`config.mk`:
```
export PLATFORM = sky130hd
export DESIGN_NAME = sgm_ctrl
export DESIGN_NICKNAME = d
export VERILOG_FILES = /design/src/rtl/sgm_pkg.sv /design/src/rtl/sgm_ctrl.sv
export SDC_FILE = /design/constraint.sdc
export NUM_CORES = 1
export LEC_CHECK = 0
export BUFFER_PORTS_ARGS = -buffer_cell sky130_fd_sc_hd__buf_4
export CAP_MARGIN = 20
export CORE_AREA = 2 2 39 41
export DETAILED_ROUTE_END_ITERATION = 7
export DIE_AREA = 0 0 41 43
export REMOVE_ABC_BUFFERS = 1
export SYNTH_ARGS = -nofsm -noshare
export SYNTH_HDL_FRONTEND = slang
export SYNTH_SLANG_ARGS = --single-unit
```
`constraint.sdc`:
```
create_clock -name clk -period 2.8 [get_ports clk]
set_input_delay 0.56 -clock clk [delete_from_list [all_inputs] [get_ports clk]]
set_output_delay 0.56 -clock clk [all_outputs]
set_load 0.005 [all_outputs]
```
`src/rtl/sgm_pkg.sv`:
```
package sgm_pkg;

    // Largest supported row length; sets the depth of the line store.
    localparam int MAX_WIDTH = 2048;
    localparam int COL_W     = 11;
    localparam int ROW_W     = 16;
    localparam int FW_W      = 12;
    localparam int PIX_W     = 8;
    localparam int GRAD_W    = 12;
    localparam int SUM_W     = 22;

    localparam logic [FW_W-1:0] WIDTH_MIN  = FW_W'(2);
    localparam logic [FW_W-1:0] WIDTH_MAX  = FW_W'(MAX_WIDTH);
    localparam logic [ROW_W-1:0] HEIGHT_MIN = ROW_W'(2);
    localparam logic [FW_W-1:0] WIDTH_RST  = FW_W'(512);
    localparam logic [ROW_W-1:0] HEIGHT_RST = ROW_W'(512);

    // Configuration register indexes.
    localparam logic REG_FRAME_WIDTH  = 1'b0;
    localparam logic REG_FRAME_HEIGHT = 1'b1;

    typedef enum logic [2:0] {
        ST_IDLE,
        ST_READ,
        ST_PICK,
        ST_SUM,
        ST_ROOT,
        ST_EMIT
    } state_t;

    typedef struct packed {
        logic start;
        logic update;
        logic grad;
        logic square;
        logic root_step;
        logic emit;
    } cmd_t;

    typedef struct packed {
        logic mask_empty;
        logic root_done;
        logic out_free;
    } status_t;

    typedef logic [PIX_W-1:0] pix_t;
    typedef pix_t window_t [3][3];

endpackage

```
`src/rtl/sgm_ctrl.sv`:
```
module sgm_ctrl (
    input  logic             clk,
    input  logic             rst_n,
    input  logic             in_valid,
    output logic             in_stall,
    input  sgm_pkg::status_t status,
    output sgm_pkg::cmd_t    cmd
);

    sgm_pkg::state_t state_reg;
    sgm_pkg::state_t state_next;

    always_ff @(posedge clk or negedge rst_n)
    begin
        if (!rst_n)
        begin
            state_reg <= sgm_pkg::ST_IDLE;
        end
        else
        begin
            state_reg <= state_next;
        end
    end

    always_comb
    begin
        state_next = state_reg;
        case (state_reg)
            sgm_pkg::ST_IDLE:
            begin
                if (in_valid)
                begin
                    state_next = sgm_pkg::ST_READ;
                end
            end
            sgm_pkg::ST_READ: state_next = sgm_pkg::ST_PICK;
            sgm_pkg::ST_PICK:
            begin
                state_next = status.mask_empty ? sgm_pkg::ST_IDLE : sgm_pkg::ST_SUM;
            end
            sgm_pkg::ST_SUM: state_next = sgm_pkg::ST_ROOT;
            sgm_pkg::ST_ROOT:
            begin
                if (status.root_done)
                begin
                    state_next = sgm_pkg::ST_EMIT;
                end
            end
            sgm_pkg::ST_EMIT:
            begin
                if (status.out_free)
                begin
                    state_next = sgm_pkg::ST_PICK;
                end
            end
            default: state_next = sgm_pkg::ST_IDLE;
        endcase
    end

    always_comb
    begin
        cmd      = '0;
        in_stall = 1'b1;
        case (state_reg)
            sgm_pkg::ST_IDLE:
            begin
                in_stall  = 1'b0;
                cmd.start = in_valid;
            end
            sgm_pkg::ST_READ: cmd.update = 1'b1;
            sgm_pkg::ST_PICK: cmd.grad = !status.mask_empty;
            sgm_pkg::ST_SUM:  cmd.square = 1'b1;
            sgm_pkg::ST_ROOT: cmd.root_step = 1'b1;
            sgm_pkg::ST_EMIT: cmd.emit = status.out_free;
            default:          in_stall = 1'b1;
        endcase
    end

`ifndef NO_ASSERTIONS
    // A request is taken only from the idle state and always leads to the line store read.
    assert property (@(posedge clk) disable iff (!rst_n)
        (in_valid && !in_stall) |=> (state_reg == sgm_pkg::ST_READ))
        else $error("accepted request did not start the read");

    // Only one datapath command is active in any cycle.
    assert property (@(posedge clk) disable iff (!rst_n)
        $onehot0({cmd.start, cmd.update, cmd.grad, cmd.square, cmd.root_step, cmd.emit}))
        else $error("more than one datapath command");

    // The square root always follows the squaring step.
    assert property (@(posedge clk) disable iff (!rst_n)
        $past(cmd.square) |-> (state_reg == sgm_pkg::ST_ROOT))
        else $error("square root did not follow squaring");
`endif

endmodule

```
==> summary.md, run 1 <==
| Metric | Value |
|---|---|
| Status | `complete, no violations` |
| Rel. slew slack | `77.7%` |
| Number of flops mapped to enable cells by yosys | `0` |
| TritonCTS clock tree | `built` |
| Synth async-reset ratio | `between 90% and 100%` |
| Chip width | `41 um` |
| First-pass GRT wire length | `slightly above 700 um` |
| Starting DRC count in detailed routing | `2` |
| Core area | `approximately 0.0014 sq mm` |
| Top-count cell post-synth | `nor2_1` |
| Non-filler cells, final | `54` |
| Global Route met1 Usage | `slightly above 8%` |
| Vias/cell | `3.94` |
| Via count | `213` |
| Worst Max-Slew Pin Slew | `between 0.3 and 0.4 ns` |
| Critical path type | `reg -> out` |
| Share of layout cells above drive strength 1 | `between 40% and 50%` |
| Fmax | `489 MHz` |
| Max-cap violation count | `0` |
| Met3 Use GR | `~1.6%` |
| Worst hold path type | `in -> async` |
| Largest cells by area after synthesis | `dfrtp_1 (34%), mux2i_1 (9.1%), nor2_1 (6.9%)` |
| Max clock buf depth | `2` |
| Design area | `344 sq um` |
| Req. time, crit path | `2.24 ns` |
| Top FF cell, synth | `dfrtp_1` |
| Drc violations | `0` |
| Hpwl dp | `~370 um` |
| Number of flip-flops in the largest register | `3` |
| DIE AREA | `0.00176 sq mm` |
| CP max stage delay | `approximately 0.60 ns` |
| # setup viols final | `0` |
| Synthesized area | `approximately 220 sq um` |
| Synth Instances | `23` |
| VDD IR max | `239 uV` |
| Critical Path Fanout Max | `10` |
| Met2 usage | `8.13%` |
| Total GRT Usage | `under 10%` |
| Clock-pin slew on the worst setup and hold paths | `0.04 ns` |
| Starting density of the core | `15.8%` |
| Critical-path cell list | `or4b_4 > inv_1 > buf_4` |
| Vias in the first global route | `185` |
| Setup TNS | `0 ns` |
| Antenna diodes | `0` |
| Antenna Violating Nets Remaining | `0` |
| Flip-flop and latch count after synthesis | `3` |
| Placed Cells | `50` |
| Synth unique cells | `15` |
| Area of the multi-input gates | `~130 sq um` |
| Setup crit end kind | `primary output` |
| Port bufs | `12` |
| Clk_lat worst skew | `around 0.23 ns` |
| Slew Viols, Final | `0` |
| Resize count post-CTS | `0` |
| Pre-Repair DR Iteration Count | `2` |
| Die Ht | `roughly 43 um` |
| Synthesized area per cell | `9.52 sq um` |
| Fin nets | `45` |
| Wire length per cell | `9.91 um` |
| Clock skew | `0.000702 ns` |
| Final Total Pwr | `0.000323 W` |
| RSZ-0062 raised after global routing | `false` |
| Number of CTS-inserted buffers | `3` |
| Fin Hold WS | `roughly 0.11 ns` |
| Worst EP arrival | `1.48 ns` |
| Yosys warns | `0` |
| Largest area contributor in the netlist | `dfrtp_1` |
| Routability cong. | `approximately 0.68` |
| # Post-CTS Setup Buffers | `0` |
| Post-CTS Hold Buffers | `0` |
| Final worst-path cycle share | `73.0%` |
| WP buf/inv | `2` |
| Hold Vio Cnt, Final | `0` |
| H-tree depth | `1` |
| Root buffer cell | `clkbuf_4` |
| Slowest CP cell | `or4b_4` |
| Crit-path leading delay family | `simple AND/OR/NAND/NOR gates` |
| Fillers | `172` |
| DP Area | `between 300 and 400 sq um` |
| Row cnt | `14` |
| Leading post-synthesis cells by instance count | `nor2_1 (4), dfrtp_1 (3), inv_1 (2), mux2i_1 (2), nand2_1 (2)` |
| Register area | `75.1 sq um` |
| Yosys top cell area share | `roughly a third` |
| Final wirelength | `roughly 540 um` |
| Busiest grt layer | `met1` |
| Num ports | `13` |
| Seq/Total Area, Yosys | `about 34%` |
| Largest net degree at the start of global routing | `11` |
| Pwr Density | `938 mW/mm^2` |
| Crit start category | `flop` |
| Initial antenna violation count | `0` |
| Clock sink count | `3` |
| Fin crit period | `2.04 ns` |
| Area growth syn-to-layout | `57.1%` |
| Grt ovf | `0` |
| Lkg Pwr | `0.178 nW` |
[per-layer routing]
layer,routed length [um],vias up
li1,-,110
met1,245,96
met2,256,7
met3,33,0
met4,0,0
met5,0,-
[layout by cell type (no fill, tap or decap)]
master,n
mux2i_1,2
or4bb_1,1
nor3b_1,1
or3_2,1
o211ai_2,1
a21o_1,1
or4b_4,1
nor2_1,4
clkbuf_1,1
nand2b_1,1
dfrtp_1,3
buf_4,12
nand2_1,2
clkbuf_4,3
nand3b_1,1
o311ai_1,1
inv_1,2
[report_power, final]
| group | switching, W | internal, W |
|---|---|---|
| registers | 0.0000431 | 0.0000618 |
| logic | 0.0000517 | 0.0000915 |
| clock network | 0.0000211 | 0.0000533 |
| total | 0.000116 | 0.000207 |
[layout make-up]
cell class | instances | area share, %
clock buffers | 4 | 7.64
inverters | 2 | 2.18
multi-input cells | 17 | 36.4
flip-flops and latches | 3 | 21.8
well taps | 16 | 5.82
repair buffers | 12 | 26.2
[worst paths after layout]
kind | endpoint | depth (start not counted) | slack, ns | startpoint
worst max-delay path | cmd[3] | 3 | 0.76 | state_reg[2]$_DFFE_PN0P_
worst max register to register | state_reg[0]$_DFFE_PN0P_ | 2 | 1.52 | state_reg[2]$_DFFE_PN0P_
min in group clk | state_reg[1]$_DFFE_PN0P_ | 3 | 0.61 | status[0]
worst min register to register | state_reg[0]$_DFFE_PN0P_ | 1 | 0.65 | state_reg[1]$_DFFE_PN0P_
max in group asynchronous | state_reg[2]$_DFFE_PN0P_ | 1 | 2.60 | rst_n
worst min-delay path | state_reg[1]$_DFFE_PN0P_ | 1 | 0.11 | rst_n
[stage by stage]
stage	worst slack, ns	utilization, %
after floorplan	1.12	-
after global placement	0.912	23.0
after detailed placement	0.908	23.0
after CTS	0.731	24.9
after global routing	0.707	24.9
final	0.756	24.9
[cell families after synthesis]
| logic type | synth area share, % |
|---|---|
| flip-flops | 34.3 |
| multiplexers | 9.14 |
| AO/OA/AOI/OAI | 13.1 |
| buffers and inverters | 8.57 |
| AND/OR/NAND/NOR | 34.9 |
Note: power is estimated with default switching activity, not from simulation.
==> run 2, diff against run 1 <==
- clock period: 2.8 -> 1.6 ns (I/O delays scaled with it)
==> run 2 against run 1 <==
  * The run now ends with negative setup slack left
  * Sequential share of layout area fell by 4.5 points
  * Clock power rose by 79%
  * Count of clock-buffer cells in the layout did not move
  * Non-clock buffer count rose by 8
  * Routed wire length rose by 23%
  * Clock skew rose by 0.0021 ns
  * Cell area rose by 26%
  * Critical path depth did not move
  * Largest cell class is now buffers
  * Largest power group unchanged
  * Highest routed layer unchanged
==> summary.md, run 2 (synthesis results as in run 1) <==
| Metric | Value |
|---|---|
| Final wirelength | `656 um (+23%)` |
| Via count | `251 (+18%)` |
| Design area | `434 sq um (+26%)` |
| DP Area | `348 sq um (+9.4%)` |
| Max-cap violation count | `0 (unchanged)` |
| Grt ovf | `0 (unchanged)` |
| Number of flip-flops in the largest register | `3 (unchanged)` |
| Setup crit end kind | `primary output` |
| Final worst setup slack | `-0.0451 ns (-0.801 ns)` |
| Worst hold path startpoint | `status[0]` |
| Largest net degree at the start of global routing | `8 (-3)` |
| Fillers | `155 (-9.9%)` |
| Rel. slew slack | `82.8% (+5.1 points)` |
| Core area | `0.00138 sq mm (unchanged)` |
| H-tree depth | `1 (unchanged)` |
| Clock-pin slew on the worst setup and hold paths | `0.04 ns (about the same)` |
| Worst R2R Start | `state_reg[2]$_DFFE_PN0P_` |
| Fin crit period | `1.65 ns` |
| Lkg Pwr | `0.223 nW (+25%)` |
| Non-filler cells, final | `62 (+15%)` |
| Number of CTS-inserted buffers | `3 (unchanged)` |
| Seq pwr share | `19.1% (-13 points)` |
| Utilization after layout | `31.4% (+6.5 points)` |
| Final worst-path cycle share | `103%` |
| Routability cong. | `0.686 (+1.6%)` |
| CP startpoint | `state_reg[0]$_DFFE_PN0P_` |
| Fin nets | `53 (+18%)` |
| Share of layout cells above drive strength 1 | `63.0% (+16 points)` |
| Vias in the first global route | `246 (+33%)` |
| Worst Max-Slew Pin Slew | `0.253 ns (-0.0812 ns)` |
| Critical path type | `reg -> out` |
| Hpwl dp | `468 um (+27%)` |
| Drc violations | `0 (unchanged)` |
| Commonest non-fill, non-tap cell in the layout | `buf_4` |
| Setup TNS | `-0.0451 ns (-0.0451 ns)` |
| Area of the multi-input gates | `149 sq um (+19%)` |
| Port bufs | `12 (unchanged)` |
| Final Total Pwr | `0.000725 W (+120%)` |
| Worst hold path type | `in -> reg` |
| Slew Viols, Final | `0 (unchanged)` |
| CP endpoint | `cmd[3]` |
| RSZ-0062 raised after global routing | `true` |
| Row cnt | `14 (unchanged)` |
| Clock sink count | `3 (unchanged)` |
| Root buffer cell | `clkbuf_4` |
| Starting DRC count in detailed routing | `5 (+3)` |
| Hold Path Depth | `3` |
| # setup viols final | `1 (+1)` |
| Pre-Repair DR Iteration Count | `2 (unchanged)` |
| Total GRT Usage | `8.76% (+2.4 points)` |
| First-pass GRT wire length | `966 um (+33%)` |
| Wire length per cell | `10.6 um (+6.8%)` |
| Pwr Density | `1670 mW/mm^2 (+78%)` |
| Num ports | `13 (unchanged)` |
| Register area | `75.1 sq um (unchanged)` |
| Cell depth of the worst flop-to-flop path | `4 (+2)` |
| Critical Path Fanout Max | `3 (-7)` |
| Placed Cells | `54 (+8.0%)` |
| Crit start category | `flop` |
| Net Sw Frac | `34.5% (-1.4 points)` |
| Failing checks | `negative setup slack` |
| Status | `finished, violations left` |
| Internal power | `0.000475 W (+130%)` |
| Sw power | `0.000250 W (+120%)` |
| Commonest non-fill, non-tap cells in the layout | `buf_4 (18), nor2_1 (3), clkbuf_4 (3), dfrtp_1 (3)` |
| Hold Vio Cnt, Final | `0 (unchanged)` |
| Worst EP arrival | `1.33 ns (-0.15 ns)` |
| Combinational share of power | `62.7% (+18 points)` |
| TritonCTS clock tree | `built` |
| Max clock buf depth | `2 (unchanged)` |
| Die Ht | `43 um (unchanged)` |
| Req. time, crit path | `1.28 ns (-0.96 ns)` |
| DIE AREA | `0.00176 sq mm (unchanged)` |
| Antenna diodes | `0 (unchanged)` |
| R2r endpoint | `state_reg[0]$_DFFE_PN0P_` |
| Register-to-register setup slack | `0.25 ns (-1.27 ns)` |
| Chip width | `41 um (unchanged)` |
| Area growth syn-to-layout | `98.3%` |
| Starting density of the core | `15.8% (unchanged)` |
| Clock share of power | `18.3% (-4.8 points)` |
| Fmax | `608 MHz` |
| Vias/cell | `4.05 (+2.6%)` |
| VDD IR max | `446 uV (+87%)` |
| Clock skew | `0.00282 ns (+0.00212 ns)` |
| Antenna Violating Nets Remaining | `0 (unchanged)` |
| Clk_lat worst skew | `0.23 ns (about the same)` |
| Initial antenna violation count | `0 (unchanged)` |
==> run 2: cell count changes in the layout (fill, tap and decap cells not counted), sizes merged <==
cell | before | now
dlygate4sd3 | 0 | 1
buf | 12 | 19
==> run 2: per-layer routing <==
layer | wire (um) | track usage [%] | vias up
li1 | - | - | 129
met1 | 252 | 9.74 | 115
met2 | 374 | 12.2 | 7
met3 | 30 | 1.57 | 0
met4 | 0 | 10.0 | 0
met5 | 0 | 0 | -
==> run 2: stage by stage <==
stage / setup slack, ns / hold slack, ns
CTS: -0.0680 / 0.365
detailed placement: 0.118 / 0.114
floorplan: 0.179 / 0.0244
global route: -0.0843 / 0.386
finish: -0.0451 / 0.372
global placement: 0.154 / 0.113
==> run 2: power by group through the flow <==
stage                     Clock [W]  Combinational (W)  Sequential (W)
after floorplan                   0           0.000142        0.000161
after global placement            0           0.000354        0.000136
after detailed placement          0           0.000355        0.000140
after CTS                  0.000140           0.000393        0.000138
after global routing       0.000149           0.000493        0.000144
final                      0.000133           0.000454        0.000138
==> run 2: critical path, cell delays in order, from the launching register on <==
cell and delay [ns]:
dfrtp_1 0.39, or4b_4 0.55, inv_2 0.07, buf_6 0.08
==> run 2: final cells by class <==
cell class	instances	area share, %
timing repair buffer	20	36.0
clock buffer	4	6.05
inverter	2	1.73
multi-input combinational	17	34.3
sequential	3	17.3
tap	16	4.61
==> run 2: repair_timing <==
action	in CTS	in global routing
endpoints found under the hold margin	3	0
setup buffers	1	2
resized for setup	4	3
pin swaps	1	2
endpoints found under the setup margin	3	4
hold buffers	1	0
==> run 2: how the worst min path moves through the flow <==
stage / to / slack, ns
CTS: state_reg[1]$_DFFE_PN0P_ / 0.36
global placement: state_reg[0]$_DFFE_PN0P_ / 0.11
finish: state_reg[1]$_DFFE_PN0P_ / 0.37
detailed placement: state_reg[1]$_DFFE_PN0P_ / 0.11
global route: state_reg[1]$_DFFE_PN0P_ / 0.39
floorplan: state_reg[0]$_DFFE_PN0P_ / 0.02
